==> src/sv/lrfs_pkg.sv <==
// Package for the line raster frame store.
// Holds field widths, action codes and the command descriptor passed from the front end
// to the back end. Depends on nothing.
package lrfs_pkg;

  // Field widths.
  localparam int unsigned COORD_W   = 11;
  localparam int unsigned DELTA_W   = 12;
  localparam int unsigned DIM_W     = 12;
  localparam int unsigned CFG_W     = 10;
  localparam int unsigned CFG_IDX_W = 1;
  localparam int unsigned COLOR_W   = 32;
  localparam int unsigned COUNT_W   = 13;

  // Default frame store geometry.
  localparam int unsigned MAX_WIDTH_DEF  = 512;
  localparam int unsigned MAX_HEIGHT_DEF = 512;

  // Command queue depth between front and back.
  localparam int unsigned QUEUE_DEPTH = 2;
  localparam int unsigned QPTR_W      = $clog2(QUEUE_DEPTH);

  // Reset value of both active area registers.
  localparam logic [CFG_W-1:0] ACTIVE_RESET = 10'd512;

  // Configuration register indexes.
  localparam logic [CFG_IDX_W-1:0] REG_ACTIVE_WIDTH  = 1'd0;
  localparam logic [CFG_IDX_W-1:0] REG_ACTIVE_HEIGHT = 1'd1;

  typedef enum logic [1:0] {
    ACT_PLOT  = 2'd0,
    ACT_LINE  = 2'd1,
    ACT_READ  = 2'd2,
    ACT_CLEAR = 2'd3
  } action_e;

  typedef logic signed [COORD_W-1:0] coord_t;

  // Classified command. Plot and read use the major coordinate as x and
  // the minor coordinate as y.
  typedef struct packed {
    action_e              kind;
    logic                 x_major;
    logic                 step_neg;
    coord_t               maj_start;
    coord_t               maj_end;
    coord_t               min_start;
    logic [DELTA_W-1:0]   dmaj;
    logic [DELTA_W-1:0]   dmin;
    logic [COLOR_W-1:0]   color;
  } job_t;

endpackage

==> src/sv/lrfs_queue.sv <==
// Short command queue between the front end and the back end.
// Depends on lrfs_pkg for the descriptor type and depth.
module lrfs_queue (
  input  logic            clk_i,
  input  logic            rst_ni,
  input  logic            push_i,
  input  lrfs_pkg::job_t  job_i,
  input  logic            pop_i,
  output logic            full_o,
  output logic            valid_o,
  output lrfs_pkg::job_t  job_o
);

  lrfs_pkg::job_t                   slot_q [lrfs_pkg::QUEUE_DEPTH];
  logic [lrfs_pkg::QPTR_W-1:0]      wptr_q, wptr_d, rptr_q, rptr_d;
  logic [lrfs_pkg::QPTR_W:0]        cnt_q, cnt_d;

  assign full_o  = (cnt_q == (lrfs_pkg::QPTR_W+1)'(lrfs_pkg::QUEUE_DEPTH));
  assign valid_o = (cnt_q != '0);
  assign job_o   = slot_q[rptr_q];

  // Pointer and fill count update.
  always_comb begin
    wptr_d = wptr_q;
    rptr_d = rptr_q;
    cnt_d  = cnt_q;
    if (push_i) begin
      wptr_d = wptr_q + 1'b1;
    end
    if (pop_i) begin
      rptr_d = rptr_q + 1'b1;
    end
    if (push_i && !pop_i) begin
      cnt_d = cnt_q + 1'b1;
    end else if (pop_i && !push_i) begin
      cnt_d = cnt_q - 1'b1;
    end
  end

  always_ff @(posedge clk_i or negedge rst_ni) begin
    if (!rst_ni) begin
      wptr_q <= '0;
      rptr_q <= '0;
      cnt_q  <= '0;
    end else begin
      wptr_q <= wptr_d;
      rptr_q <= rptr_d;
      cnt_q  <= cnt_d;
    end
  end

  // Storage slots.
  always_ff @(posedge clk_i) begin
    if (push_i) begin
      slot_q[wptr_q] <= job_i;
    end
  end

endmodule

==> config.mk <==
export PLATFORM = sky130hd
export DESIGN_NAME = lrfs_queue
export DESIGN_NICKNAME = d
export VERILOG_FILES = /design/src/sv/lrfs_pkg.sv /design/src/sv/lrfs_queue.sv
export SDC_FILE = /design/constraint.sdc
export NUM_CORES = 1
export LEC_CHECK = 0
export BUFFER_PORTS_ARGS = -buffer_cell sky130_fd_sc_hd__buf_2
export CORE_MARGIN = 2
export CORE_UTILIZATION = 47
export DETAILED_ROUTE_END_ITERATION = 16
export PLACE_DENSITY = 0.76
export SLEW_MARGIN = 5
export SYNTH_ARGS = -nofsm -noshare
export SYNTH_HDL_FRONTEND = slang
export SYNTH_SLANG_ARGS = --single-unit
==> constraint.sdc <==
create_clock -name clk_i -period 4.7 [get_ports clk_i]
set_clock_uncertainty 0.05 [all_clocks]
set_input_delay 0 -clock clk_i [delete_from_list [all_inputs] [get_ports clk_i]]
set_output_delay 0 -clock clk_i [all_outputs]
set_load 0.05 [all_outputs]
### Yosys cells after proc, flatten, opt, wreduce, memory -nomap -nowiden

Memories as Yosys holds them, arrays and structs flattened.
Index checks and enable logic that the tools add are counted.

| word-level totals | value |
|---|---|
| register bits | 4 |
| RAM bits | 186 |
| bits of input ports | 97 |
| output and inout port bits | 95 |
| logic and storage cells | 19 |
| memories kept | 1 |

Memory list:

| name | words | width | read ports | clocked after memory_dff | write ports | line | RTL |
|---|---|---|---|---|---|---|---|
| slot_q | 2 | 93 | 1 | 0 | 1 | lrfs_queue.sv:14 | `lrfs_pkg::job_t slot_q [lrfs_pkg::QUEUE_DEPTH];` |

| operators by class | value |
|---|---|
| add/sub/neg operators | 4 |
| equality and inequality tests | 1 |
| mux-type cells | 4 |
| reduce and logical (&&, ||, !) cells | 6 |

Operators by type and width:

| kind | number |
|---|---|
| 2-to-1 mux 2 bit | 2 |
| nonzero test 2 bit | 2 |
| adder 1 bit (second input constant) | 2 |
| adder 2 x 1 -> 2 bit (second input constant) | 1 |
| equality test 2 bit (second input constant) | 1 |
| logical AND 1 bit | 2 |
| logical NOT 1 bit | 2 |
| 2-to-1 mux 1 bit | 2 |
| subtractor 2 x 1 -> 2 bit (second input constant) | 1 |

### Longest topological paths before layout

| depth | value |
|---|---|
| depth in word-level cells | 4 |
| mapped depth | 5 |
| gate-level depth less buffers | 5 |

### Least setup slack after synthesis

Ideal clock, no wire load.

| timing | value |
|---|---|
| path kind | flip-flop to flip-flop |
| start | register wptr_q |
| end | memory slot_q[0][0] (netlist name) (enable) |
| setup time | 556 ps |
| arrival | 4521 ps |
| data required time | 4094 ps |
| slack | -428 ps |
| stages on the path, launching flop included | 2 |
| path buffers | 0 |
| clock period less this slack | 5128 ps |
| cells stage by stage | dfrtp_1 > nor2b_1 |

RTL lines:

| element | line | RTL |
|---|---|---|
| start: declaration | lrfs_queue.sv:15 | `logic [lrfs_pkg::QPTR_W-1:0] wptr_q, wptr_d, rptr_q, rptr_d;` |
| start signal: assignment | lrfs_queue.sv:46 | `wptr_q <= wptr_d;` |
| end: declaration | lrfs_queue.sv:14 |  |

Straight into the memory's write port.

==> results.md <==
| Group | Item | Value |
|---|---|---|
| place | Gp weighted congestion | 0.702 |
| grt | Maximum number of pins on one net before global-route repair | 60 |
| worst setup path | Required time at the worst-slack endpoint | 4650 ps |
| grt | GR Overflow Total | 0 |
| worst setup path | Worst Setup End Kind | primary output |
| outcome | Run status | complete, no violations |
| clocking | Resize count post-CTS | 0 |
| worst setup path | Crit path cell chain | buf_4 > mux2_2 > buf_2 |
| yosys | Number of synthesized register bits | 190 |
| hold path | WHS Path Cells | 2 |
| power | Areal power density over the cells | 655 mW/mm2 |
| route | Via Count | 3877 |
| timing | Final count of hold timing violations | 0 |
| hold path | Critical hold path startpoint | job_i[42] |
| worst setup path | Crit-path max cell delay | 920 ps |
| worst setup path | Origin of the critical flop-to-flop path | wptr_q |
| timing | Final min period | 2640 ps |
| place | Detail Placement HPWL | 7940 um |
| die | Core area | 0.0144 mm2 |
| yosys | Distinct cell type count of the synthesized netlist | 14 |
| place | Number of I/O port buffers | 191 |
| worst setup path | Kind of critical path | flip-flop to primary output |
| hold path | Worst-case hold path end point | slot_q[0][42] |
| timing | Final period utilization | 56.1% |
| grt | Global-route wire length before repair | 21300 um |
| route | Vias per std cell | 4.83 |
| yosys | Share of synthesized area occupied by flip-flops and latches | 82.3% |
| timing | Worst path setup slack after routing | 2060 ps |
| layout | Net count, final | 704 |
| clocking | Sink count of the clock tree | 190 |
| timing | Transition at the pin with the smallest max-transition slack | 852 ps |
| route | DRT iter0 DRCs | 284 |
| hold path | Classification of the worst-slack hold path | input pin to flip-flop |
| die | Placement row count | 44 |
| clocking | Number of H-tree levels | 4 |
| place | Worst slack at placement | 2500 ps |
| worst setup path | Worst R2R Path Depth | 2 |
| die | Initial standard-cell utilization of the core | 47.9% |
| place | Inst Count DP | 674 |
| die | Die X | 125 um |
| route | Remaining routing DRC violations | 0 |
| die | Die outline height | 125 um |
| grt | Number of antenna violations at the first check in global routing | 1 |
| timing | Final Max Tran Viols | 0 |
| layout | Non-filler instance count after layout | 802 |
| place | Placed cell areas | 0.00805 mm2 |
| route | Number of iterations in the first detailed-routing pass | 4 |
| yosys | Syn Std Cell Area | 0.00691 mm2 |
| yosys | Cells after synthesis | 305 |
| worst setup path | Reg2Reg Setup Slack | 2570 ps |
| power | Leakage power | 0.00366 uW |
| yosys | Net count after synthesis | 403 |
| flow run | Count of max-cap constraint violations | 0 |
| die | I/O pins | 192 |
| route | Final WL | 13600 um |
| worst setup path | CP startpoint kind | flip-flop |
| layout | Design Area, Final | 0.00960 mm2 |
| power | Peak supply drop | 401 uV |
| grt | Overall global routing resource usage | 17.8% |
| worst setup path | Largest fanout on the critical path | 57 |
| clocking | TritonCTS clock tree | built |
| worst setup path | Kind of cell adding the most delay to the critical path | flip-flops |
| layout | Area growth from synthesis to layout | 38.9% |
| timing | Worst hold slack | 250 ps |
| clocking | Clock network latency to the later pin of the worst-skew pair | 410 ps |
| worst setup path | Arrival time of data at the critical path endpoint | 2590 ps |
| layout | Fraction of final layout cells with drive strength greater than 1 | 51.9% |
| worst setup path | FF-to-FF End | slot_q[1][27] |
| clocking | Worst-case clock buffer depth | 2 |
| timing | Setup TNS | 0 ps |
| timing | Number of setup violations in the final report | 0 |
| route | Routed wirelength normalized by instance count | 17.0 um |
| timing | Rel. slew slack | 43.2% |
| worst setup path | Buffer and inverter count on the worst path | 2 |
| timing | Setup repair after global routing missed its margin | no |
| clocking | Cell at the root of the clock tree | sky130_fd_sc_hd__clkbuf_16 |
| die | Die area | 0.0157 mm2 |
| worst setup path | Master of the slowest instance on the critical path | sky130_fd_sc_hd__dfrtp_4 |
| yosys | Synthesis warning total | 0 |
| clocking | CTS Buf Count | 17 |
| grt | Number of global-route vias before repair | 4212 |
| yosys | Mean area per synthesized cell | 22.7 um2 |
| timing | Achievable clock frequency | 379 MHz |
| route | Antenna Nets Post-Route | 0 |
| clocking | Clock slew at the register clock pins of the worst setup and hold paths | 60 ps |
[per-layer routing]
metal  global-route usage, %  vias up  wire, um
li1                        -     1806         -
met1                    20.6     1908      5440
met2                    30.4      138      7030
met3                    6.08       25       886
met4                    7.25        0       274
met5                       0        -         0
[cells by family (layout without fill, tap and decap cells)]
family / count (synthesis) / count (layout) / synth area share (%)
adder cells (fa/ha/maj): 1 / 1 / 0.181
buffers and inverters: 11 / 323 / 1.36
XOR/XNOR: 5 / 5 / 0.634
other: 0 / 1 / 0
AND/OR/NAND/NOR: 5 / 5 / 0.416
flip-flops: 190 / 190 / 82.3
multiplexers: 93 / 93 / 15.2
[report_power, final]
group          total [uW]  internal (uW)  leakage [uW]  switching (uW)
Combinational        2460            705       0.00159            1760
Sequential           2430           2250       0.00179             175
Clock                1400            824      0.000276             571
[sequential cells by signal (all words and copies together), names as in the netlist]
| signal | cells |
|---|---|
| slot_q | 186 |
| cnt_q | 2 |
| rptr_q | 1 |
| wptr_q | 1 |
[cell type report]
type | instances | area [um2]
diodes | 1 | 2.50
clock buffers | 17 | 425
clock inverters | 13 | 149
fillers | 965 | 4820
inverters | 1 | 3.75
multi-input cells | 104 | 1140
flip-flops and latches | 190 | 5690
well taps | 184 | 230
repair buffers | 292 | 1960
[worst max path at each step]
stage / from / endpoint / slack, ps / depth (start not counted)
2_1_floorplan: wptr_q / slot_q[0][0] / 1390 / 1
3_3_place_gp: rptr_q / job_o[84] / 2520 / 3
3_5_place_dp: rptr_q / job_o[73] / 2500 / 3
4_1_cts: rptr_q / job_o[73] / 2030 / 3
5_1_grt: rptr_q / job_o[74] / 1900 / 3
6_report: rptr_q / job_o[74] / 2060 / 3
[Yosys cell counts]
master | instances | area share, %
sky130_fd_sc_hd__buf_6 | 6 | 0.98
sky130_fd_sc_hd__or2_2 | 1 | 0.091
sky130_fd_sc_hd__edfxtp_1 | 186 | 81
sky130_fd_sc_hd__dfrtp_1 | 4 | 1.4
sky130_fd_sc_hd__and2_1 | 1 | 0.091
sky130_fd_sc_hd__buf_2 | 3 | 0.22
sky130_fd_sc_hd__ha_1 | 1 | 0.18
sky130_fd_sc_hd__inv_1 | 1 | 0.054
sky130_fd_sc_hd__xnor2_1 | 1 | 0.13
sky130_fd_sc_hd__mux2_2 | 93 | 15
sky130_fd_sc_hd__nor2b_1 | 2 | 0.18
sky130_fd_sc_hd__nor2_1 | 1 | 0.054
sky130_fd_sc_hd__buf_4 | 1 | 0.11
sky130_fd_sc_hd__xor2_1 | 4 | 0.51
[placed cells by master (no fill, tap or decap), drive strengths merged, types with 2 or more instances in the layout]
cell         netlist  layout
bufinv             0       3
buf               10     195
clkinv             0       6
xor2               4       4
dfrtp              4       4
clkbuf             0      17
clkinvlp           0       3
inv                1       2
nor2b              2       2
edfxtp           186     186
mux2              93      93
dlygate4sd3        0      97
[stage by stage]
step | total power [uW] | utilization, %
3_3_place_gp | 4830 | 55.8
2_1_floorplan | 4400 | -
4_1_cts | 6330 | 66.5
5_1_grt | 6540 | 66.6
6_report | 6280 | 66.6
3_5_place_dp | 4870 | 55.8
[worst reg2reg max path, cell delays in order, from the launching register on]
cell and delay, ps:
sky130_fd_sc_hd__dfrtp_1 420, sky130_fd_sc_hd__and2_4 710, sky130_fd_sc_hd__buf_4 570
[what timing repair did]
action | CTS | global route
hold buffers | 97 | 0
setup buffers | 0 | 0
hold endpoints to repair | 193 | 0
(Power assumes the default switching activity.)
