### src/sv/lrfs_pkg.sv
// Package for the line raster frame store.
// Holds field widths, action codes and the command descriptor passed from the front end
// to the back end. Depends on nothing.
package lrfs_pkg;

  // Field widths.
  localparam int unsigned COORD_W   = 11;
  localparam int unsigned DELTA_W   = 12;
  localparam int unsigned DIM_W     = 12;
  localparam int unsigned CFG_W     = 10;
  localparam int unsigned CFG_IDX_W = 1;
  localparam int unsigned COLOR_W   = 32;
  localparam int unsigned COUNT_W   = 13;

  // Default frame store geometry.
  localparam int unsigned MAX_WIDTH_DEF  = 512;
  localparam int unsigned MAX_HEIGHT_DEF = 512;

  // Command queue depth between front and back.
  localparam int unsigned QUEUE_DEPTH = 2;
  localparam int unsigned QPTR_W      = $clog2(QUEUE_DEPTH);

  // Reset value of both active area registers.
  localparam logic [CFG_W-1:0] ACTIVE_RESET = 10'd512;

  // Configuration register indexes.
  localparam logic [CFG_IDX_W-1:0] REG_ACTIVE_WIDTH  = 1'd0;
  localparam logic [CFG_IDX_W-1:0] REG_ACTIVE_HEIGHT = 1'd1;

  typedef enum logic [1:0] {
    ACT_PLOT  = 2'd0,
    ACT_LINE  = 2'd1,
    ACT_READ  = 2'd2,
    ACT_CLEAR = 2'd3
  } action_e;

  typedef logic signed [COORD_W-1:0] coord_t;

  // Classified command. Plot and read use the major coordinate as x and
  // the minor coordinate as y.
  typedef struct packed {
    action_e              kind;
    logic                 x_major;
    logic                 step_neg;
    coord_t               maj_start;
    coord_t               maj_end;
    coord_t               min_start;
    logic [DELTA_W-1:0]   dmaj;
    logic [DELTA_W-1:0]   dmin;
    logic [COLOR_W-1:0]   color;
  } job_t;

endpackage

### src/sv/lrfs_if.sv
// Valid/ready channel interfaces for command items and result items.
// Depends on lrfs_pkg for the field widths.
interface lrfs_in_if;
  logic                              valid;
  logic                              ready;
  logic [1:0]                        action;
  logic signed [lrfs_pkg::COORD_W-1:0] start_x;
  logic signed [lrfs_pkg::COORD_W-1:0] start_y;
  logic signed [lrfs_pkg::COORD_W-1:0] end_x;
  logic signed [lrfs_pkg::COORD_W-1:0] end_y;
  logic [lrfs_pkg::COLOR_W-1:0]      pixel_color;

  modport source (
    output valid, action, start_x, start_y, end_x, end_y, pixel_color,
    input  ready
  );
  modport sink (
    input  valid, action, start_x, start_y, end_x, end_y, pixel_color,
    output ready
  );
endinterface


### src/sv/lrfs_front.sv
// Front end: accepts command items and classifies lines into a major-axis walk.
// Depends on lrfs_pkg and lrfs_in_if.
module lrfs_front (
  lrfs_in_if.sink          in_i,
  input  logic             hold_i,
  input  logic             q_full_i,
  output logic             push_o,
  output lrfs_pkg::job_t   job_o
);

  lrfs_pkg::action_e               kind;
  lrfs_pkg::coord_t                sx, sy, ex, ey;
  logic signed [lrfs_pkg::DELTA_W-1:0] dx_raw, dy_raw;
  logic [lrfs_pkg::DELTA_W-1:0]    dx, dy;
  logic                            is_line, xm, swap;
  lrfs_pkg::coord_t                min_end;

  // Handshake: an item enters whenever the queue has room and the clearing pass after reset is done.
  assign in_i.ready = !q_full_i && !hold_i;
  assign push_o     = in_i.valid && in_i.ready;

  assign kind = lrfs_pkg::action_e'(in_i.action);
  assign sx   = in_i.start_x;
  assign sy   = in_i.start_y;
  assign ex   = in_i.end_x;
  assign ey   = in_i.end_y;

  // Absolute deltas of both axes.
  always_comb begin
    dx_raw = {sx[lrfs_pkg::COORD_W-1], sx} - {ex[lrfs_pkg::COORD_W-1], ex};
    dy_raw = {sy[lrfs_pkg::COORD_W-1], sy} - {ey[lrfs_pkg::COORD_W-1], ey};
    dx     = dx_raw[lrfs_pkg::DELTA_W-1] ? -dx_raw : dx_raw;
    dy     = dy_raw[lrfs_pkg::DELTA_W-1] ? -dy_raw : dy_raw;
  end

  // Pick the major axis (ties go to y) and walk it from its lower end.
  always_comb begin
    is_line = (kind == lrfs_pkg::ACT_LINE);
    xm      = is_line ? (dx > dy) : 1'b1;
    swap    = is_line && (xm ? (ex < sx) : (ey < sy));

    job_o.kind  = kind;
    job_o.color = in_i.pixel_color;
    job_o.x_major = xm;
    if (xm) begin
      job_o.maj_start = swap ? ex : sx;
      job_o.maj_end   = swap ? sx : ex;
      job_o.min_start = swap ? ey : sy;
      min_end         = swap ? sy : ey;
      job_o.dmaj      = dx;
      job_o.dmin      = dy;
    end else begin
      job_o.maj_start = swap ? ey : sy;
      job_o.maj_end   = swap ? sy : ey;
      job_o.min_start = swap ? ex : sx;
      min_end         = swap ? sx : ex;
      job_o.dmaj      = dy;
      job_o.dmin      = dx;
    end
    job_o.step_neg = !(job_o.min_start < min_end);
  end

endmodule

### src/flat_wrapper.sv
// flat-port wrapper written by rule: the top's interface ports become plain ports
module lrfs_front_flat 
  (hold_i, q_full_i, push_o, job_o, in_i_valid, in_i_action, in_i_start_x, in_i_start_y, in_i_end_x, in_i_end_y, in_i_pixel_color, in_i_ready);
  lrfs_in_if in_i_i ();
  input  logic hold_i;
  input  logic q_full_i;
  output logic push_o;
  output lrfs_pkg::job_t job_o;
  input wire logic [$bits(in_i_i.valid)-1:0] in_i_valid;
  input wire logic [$bits(in_i_i.action)-1:0] in_i_action;
  input wire logic [$bits(in_i_i.start_x)-1:0] in_i_start_x;
  input wire logic [$bits(in_i_i.start_y)-1:0] in_i_start_y;
  input wire logic [$bits(in_i_i.end_x)-1:0] in_i_end_x;
  input wire logic [$bits(in_i_i.end_y)-1:0] in_i_end_y;
  input wire logic [$bits(in_i_i.pixel_color)-1:0] in_i_pixel_color;
  output wire logic [$bits(in_i_i.ready)-1:0] in_i_ready;
  assign in_i_i.valid = in_i_valid;
  assign in_i_i.action = in_i_action;
  assign in_i_i.start_x = in_i_start_x;
  assign in_i_i.start_y = in_i_start_y;
  assign in_i_i.end_x = in_i_end_x;
  assign in_i_i.end_y = in_i_end_y;
  assign in_i_i.pixel_color = in_i_pixel_color;
  assign in_i_ready = in_i_i.ready;
  lrfs_front u_core (.in_i(in_i_i), .hold_i(hold_i), .q_full_i(q_full_i), .push_o(push_o), .job_o(job_o));
endmodule
### config.mk
export PLATFORM = sky130hd
export DESIGN_NAME = lrfs_front_flat
export DESIGN_NICKNAME = d
export VERILOG_FILES = /design/src/sv/lrfs_pkg.sv /design/src/sv/lrfs_if.sv /design/src/sv/lrfs_front.sv /design/src/flat_wrapper.sv
export SDC_FILE = /design/constraint.sdc
export NUM_CORES = 1
export LEC_CHECK = 0
export BUFFER_PORTS_ARGS = -buffer_cell sky130_fd_sc_hd__buf_4
export CORE_MARGIN = 3
export CORE_UTILIZATION = 54
export DETAILED_ROUTE_END_ITERATION = 8
export PLACE_DENSITY = 0.91
export SLEW_MARGIN = 15
export SYNTH_ARGS = -nofsm -noshare
export SYNTH_HDL_FRONTEND = slang
export SYNTH_SLANG_ARGS = --single-unit
### constraint.sdc
create_clock -name vclk -period 19.43
set_input_delay 1.943 -clock vclk [all_inputs]
set_output_delay 1.943 -clock vclk [all_outputs]
set_load 0.03 [all_outputs]
After elaboration in Yosys (flattened, before gate mapping)
Cells that the tools add are included.
{ "totals": {"register_bits": 0, "in_bits": 81, "wordCells": 25, "output_inout_bits": 95} }
{ "classes": {"order_cmp": 4, "reduce_logical": 6, "n_eq_ne": 1, "muxes": 10, "add_sub_neg": 4} }
{ "ops": {"columns": ["op", "count"], "rows": [
  ["57-bit two-way mux", 1],
  ["11-bit two-way mux", 5],
  ["11-bit < comparator", 3],
  ["12-bit two-way mux", 2],
  ["12-bit negation", 2],
  ["11-bit by 11-bit subtractor with 12-bit output", 2],
  ["12-bit greater-than comparator", 1],
  ["1-bit logical AND", 3],
  ["1-bit zero test", 3],
  ["2-bit by 1-bit == test with 1-bit output (second input constant)", 1],
  ["1-bit two-way mux", 2]
]} }

Depth between registers and ports, before layout
Gate-level depths: netlist of the first run.
{ "depth": {"depth_word": 11, "mapped_depth": 32} }

Worst setup path before layout of the first run
OpenSTA, ideal clock, no wires.
{ "synth_path": {"kind": "input to output", "from": "in in_i_start_y[0]", "to": "out job_o[89] in the netlist's numbering", "path_stages": 28, "arrival_ns": 8.189, "path_slack_ns": 9.298, "path_buffers": 2, "cell_sequence": "inv_1 ha_1 inv_1 fa_1 a211oi_2 o21bai_1 a21oi_1 xor2_1 nand4_1 o41ai_1 xor2_1 ha_1 nand2_1 o21ai_0 o311ai_0 mux2i_1 buf_4 buf_2 mux2i_1 ha_1 a21o_1 a21o_1 a21o_1 a21o_1 a21o_1 a21oi_1 nand2_1 mux2_1"} }
{ "synth_lines": {"columns": ["element", "line", "rtl"], "rows": [
  ["start, declared", "flat_wrapper.sv:12", "input wire logic [$bits(in_i_i.start_y)-1:0] in_i_start_y;"],
  ["end, declared", "flat_wrapper.sv:8", "output lrfs_pkg::job_t job_o;"]
]} }

==> flow_metrics.py, run 1 <==
metrics = {
    "outcome": {
        "status": "finished, final reports clean",
    },
    "routing": {
        "detailedRoute.firstPassIterationCount": 6,
        "wl_per_cell_um": 18.1,
        "first_iter_violations": 371,
        "finalWirelength_um": 12000,
        "avgViaCountPerCell": 6.24,
        "num_vias": 4137,
        "drt.antenna.violating_nets": 0,
        "drt_drc_violations_left": 0,
    },
    "final_layout": {
        "layout.clock_buffers": 0,
        "multiInputGateArea_um2": 3240,
        "nFillCells": 578,
        "finish.net_count": 719,
        "fin_area_um2": 4370,
        "area_delta_synth_final_pct": 16.5,
        "utilization_pct": 67.0,
        "design.seq.count": 0,
        "antennaDiodeCount": 0,
        "register_cell_area_after_layout_um2": 0,
        "final_layout_size_suffix_gt1_share_pct": 21.0,
    },
    "yosys": {
        "post_synth_instance_area_um2": 3750,
        "synth-seq-area-share_pct": 0,
        "synthDominantAreaCellType": "mux2i_1",
        "synth_cells": 526,
        "syn_area_per_cell_um2": 7.14,
        "synth.top_cell.area_share_pct": 24.8,
        "yosysMostFrequentCell": "mux2i_1",
        "mappedNetlistNets": 657,
        "synthTopCellsByArea": "mux2i_1, ha_1, buf_4",
        "synthDistinctLibCells": 54,
        "synth.top_cells.by_count": "mux2i_1, ha_1, inv_1",
        "yosys_warnings": 0,
    },
    "sta": {
        "maxSlewHeadroom_pct": 32.1,
        "fin_crit_share_pct": 59.5,
        "final_max_slew_viol_count": 0,
        "max_freq_mhz": 86.5,
        "timing.final.hold_violations": 0,
        "grt_setup_unrepaired": "false",
        "report.final.setup_viol": 0,
        "tightestPinTransition_ns": 1.02,
        "layout_min_cycle_time_ns": 11.56,
        "fin_ws_ns": 7.87,
        "setup_total_negative_slack_ns": 0,
    },
    "floorplan": {
        "fp.dieH_um": 89.4,
        "die_w_um": 89.4,
        "die_area_um2": 7990,
        "top_level_ports": 176,
        "floorplan.rows": 29,
        "floorplan.core_area_um2": 6530,
        "floorplan.initialDensity_pct": 57.5,
    },
    "power_and_ir_drop": {
        "power_switching_mw": 0.334,
        "clkPwrFrac_pct": 0,
        "power.share.combinational_pct": 100.0,
        "maximum_vdd_ir_drop_mv": 0.0919,
        "switching_share_pct": 62.0,
        "leakage_nw": 2.25,
        "power_report.internal_total_mw": 0.205,
        "power-per-cell-area_nw_per_um2": 123,
        "seq_power_share_pct": 0,
    },
    "placement": {
        "detailed_place_hpwl_um": 10200,
        "place.gp.congestion": 0.967,
        "portBuffers": 112,
        "place_area_um2": 4370,
        "post-place-ws_ns": 7.98,
    },
    "min_path": {
        "worst_hold_path_type": "in2out",
    },
    "global_route": {
        "grt-ovfl-total": 0,
        "largest_net_degree_at_the_start_of_global_routing": 47,
        "first_pass_grt_wire_length_um": 18700,
        "via_count_of_the_first_global_routing_pass": 3921,
        "grt.total_usage_pct": 29.0,
        "grt_antenna_before_repair": 0,
    },
    "run": {
        "timing.max_cap.violations": 0,
    },
    "setup_path": {
        "critical_path_buf_inv_count": 6,
        "crit_required_ns": 17.49,
        "critical_path.max_stage_delay_ns": 0.86,
        "cp-start-kind": "input pin",
        "cpLargestDelayFamily": "compound AO/OA/AOI/OAI gates",
        "cell_repeated_most_along_the_worst_path": "a21o_1",
        "critical_path_arrival_ns": 9.62,
        "path_max_fanout": 32,
        "worstSetupEndpointType": "output pin",
        "timing.critical_path.slowest_stage_cell": "o311ai_0",
        "crit_type": "in2out",
    },
    "cts": {
        "post_cts_resize_count": 0,
        "post_cts_buffers": 0,
        "holdBufCountCts": 0,
    },
}
metal layers:
| layer | routed length [µm] | up-vias | GRT usage, % |
|---|---|---|---|
| met2 | 5700 | 246 | 50.4 |
| met4 | 516 | 0 | 11.0 |
| met1 | 4700 | 1877 | 36.1 |
| met5 | 0 | - | 0 |
| met3 | 1070 | 48 | 3.78 |
| li1 | - | 1966 | - |
power groups by stage:
| stage | Sequential [mW] | Clock [mW] | Combinational (mW) |
|---|---|---|---|
| floorplan | 0 | 0 | 0.383 |
| global placement | 0 | 0 | 0.519 |
| detailed placement | 0 | 0 | 0.534 |
| CTS | 0 | 0 | 0.535 |
| global route | 0 | 0 | 0.579 |
| finish | 0 | 0 | 0.539 |
placed cells by master (no fill, tap or decap), drive strengths merged, types with 2 or more instances in the layout:
cell type	instances
ha	48
a21oi	33
or4	3
nand3b	2
mux2i	93
o31ai	3
nor4	4
a211oi	3
o21a	2
mux2	2
nand4	11
a31oi	3
o311a	2
nor2	38
a31o	2
fa	2
nand3	11
or4b	2
xor2	18
nor3	9
nor2b	5
o21ai	20
nand2b	7
and3	3
and2	3
a21o	7
xnor2	16
nor3b	2
a311oi	3
o41ai	2
o211ai	4
buf	114
nand2	45
o21bai	4
inv	49
worst paths after layout:
kind / start / to / cells after the start
max: in_i_start_x[0] / job_o[89] / 30
min: in_i_pixel_color[12] / job_o[12] / 0
stage by stage:
step	instances	total power [mW]	hold WS (ns)
after floorplan	526	0.383	4.00
after global routing	663	0.579	3.89
after detailed placement	663	0.534	3.89
after global placement	663	0.519	3.89
after CTS	663	0.535	3.89
final	663	0.539	3.89
cell type report:
type	instances	area share [%]
repair buffers	114	19.6
multi-input cells	423	74.0
well taps	77	2.20
inverters	49	4.21
logic make-up (layout without fill, tap and decap cells):
logic type / Yosys count / count (layout) / share of synthesized area, %
compound gates: 97 / 97 / 16.7
xor+xnor: 34 / 34 / 7.93
fa+ha+maj: 50 / 50 / 17.1
buf+inv: 103 / 163 / 14.1
mux: 95 / 95 / 25.4
simple gates: 147 / 147 / 18.7
Note: power is estimated with default switching activity, not from simulation.
==> run 2: changes to the inputs <==
Settings changed: CORE_UTILIZATION 54 to 50, PLACE_DENSITY 0.91 to 0.85.
Clock period 19.43 ns to 11.3 ns, I/O delays scaled along.
==> flow_metrics.py, run 2 (synthesized netlist as in run 1, its figures left out) <==
metrics = {
    "power_and_ir_drop": {
        "maximum_vdd_ir_drop_mv": 0.141,
        "power-per-cell-area_nw_per_um2": 209,
        "fin_total_pwr_mw": 0.920,
        "leakage_nw": 2.25,
    },
    "sta": {
        "final_max_slew_viol_count": 0,
        "grt_setup_unrepaired": "false",
        "layout_min_cycle_time_ns": 9.73,
        "fin_crit_share_pct": 86.1,
        "report.final.setup_viol": 0,
        "worst_hold_slack_ns": 2.26,
        "timing.final.hold_violations": 0,
        "max_freq_mhz": 103,
        "maxSlewHeadroom_pct": 30.8,
        "tightestPinTransition_ns": 1.04,
        "setup_total_negative_slack_ns": 0,
        "fin_ws_ns": 1.57,
    },
    "global_route": {
        "first_pass_grt_wire_length_um": 18700,
        "grt_antenna_before_repair": 0,
        "via_count_of_the_first_global_routing_pass": 3791,
        "grt.total_usage_pct": 26.1,
        "grt-ovfl-total": 0,
        "largest_net_degree_at_the_start_of_global_routing": 47,
    },
    "final_layout": {
        "area_delta_synth_final_pct": 17.1,
        "fin_area_um2": 4400,
        "final_layout_size_suffix_gt1_share_pct": 21.0,
        "utilization_pct": 62.6,
        "design.seq.count": 0,
        "layout.clock_buffers": 0,
        "layout_commonest_cell": "buf_4",
        "final_standard_cell_count_with_taps_included_and_fillers_excluded": 682,
        "register_cell_area_after_layout_um2": 0,
        "finish.net_count": 719,
        "antennaDiodeCount": 0,
        "layout.cells.most_common_list": "buf_4, mux2i_1, inv_1, ha_1, nand2_1",
    },
    "routing": {
        "detailedRoute.firstPassIterationCount": 5,
        "first_iter_violations": 232,
        "num_vias": 4041,
        "drt_drc_violations_left": 0,
        "finalWirelength_um": 11800,
        "avgViaCountPerCell": 5.93,
        "wl_per_cell_um": 17.4,
        "drt.antenna.violating_nets": 0,
    },
    "placement": {
        "detailed_place_hpwl_um": 10100,
        "place_area_um2": 4400,
        "post-place-ws_ns": 1.59,
        "portBuffers": 112,
        "place.gp.congestion": 1.00,
        "post-place-cells": 682,
    },
    "floorplan": {
        "fp.dieH_um": 92.6,
        "floorplan.core_area_um2": 7020,
        "floorplan.initialDensity_pct": 53.5,
        "floorplan.rows": 30,
        "die_area_um2": 8580,
        "die_w_um": 92.6,
        "top_level_ports": 176,
    },
    "setup_path": {
        "timing.critical_path.from": "in_i_start_y[0]",
        "critical_path.max_stage_delay_ns": 0.83,
        "path_max_fanout": 38,
        "cell_repeated_most_along_the_worst_path": "a21o_1",
        "worstSetupEndpointType": "output pin",
        "crit_required_ns": 10.17,
        "critical_path_arrival_ns": 8.60,
        "cp-start-kind": "input pin",
        "timing.critical_path.slowest_stage_cell": "o311ai_0",
        "crit_type": "in2out",
    },
    "min_path": {
        "worst_hold_path_type": "in2out",
        "hold_sp": "in_i_pixel_color[13]",
    },
    "cts": {
        "holdBufCountCts": 0,
        "post_cts_buffers": 0,
        "post_cts_resize_count": 0,
    },
    "run": {
        "timing.max_cap.violations": 0,
    },
    "outcome": {
        "status": "finished, final reports clean",
    },
}
==> run 2: worst max-delay path: cells and delay by family <==
kind / cells / cell delay, ns
muxes: 3 / 1.26
and+or+nand+nor: 2 / 0.28
xor gates and xnor gates: 2 / 0.58
adders and majority gates: 4 / 1.25
buffers and inverters: 5 / 1.06
AOI/OAI and AO/OA: 13 / 3.02
==> run 2: path summary, 6_finish.rpt <==
kind,endpoint,cells after the start
max,job_o[89],29
min,job_o[13],0
==> run 2: layer usage <==
layer,wire [µm],GRT usage [%]
met1,5140,35.2
met2,5500,44.4
met5,0,0
met3,922,2.03
met4,290,7.45
==> run 2: area by class of cell <==
cell class	instances	area (µm²)
Multi-Input combinational cell	423	3240
Fill cell	659	2620
Timing Repair Buffer	114	856
Inverter	49	184
Tap cell	96	120
==> run 2: report_power, final <==
part	internal, mW	leakage [nW]	total [mW]	switching (mW)
logic	0.351	2.25	0.920	0.569
clock network	0	0	0	0
registers	0	0	0	0
total	0.351	2.25	0.920	0.569
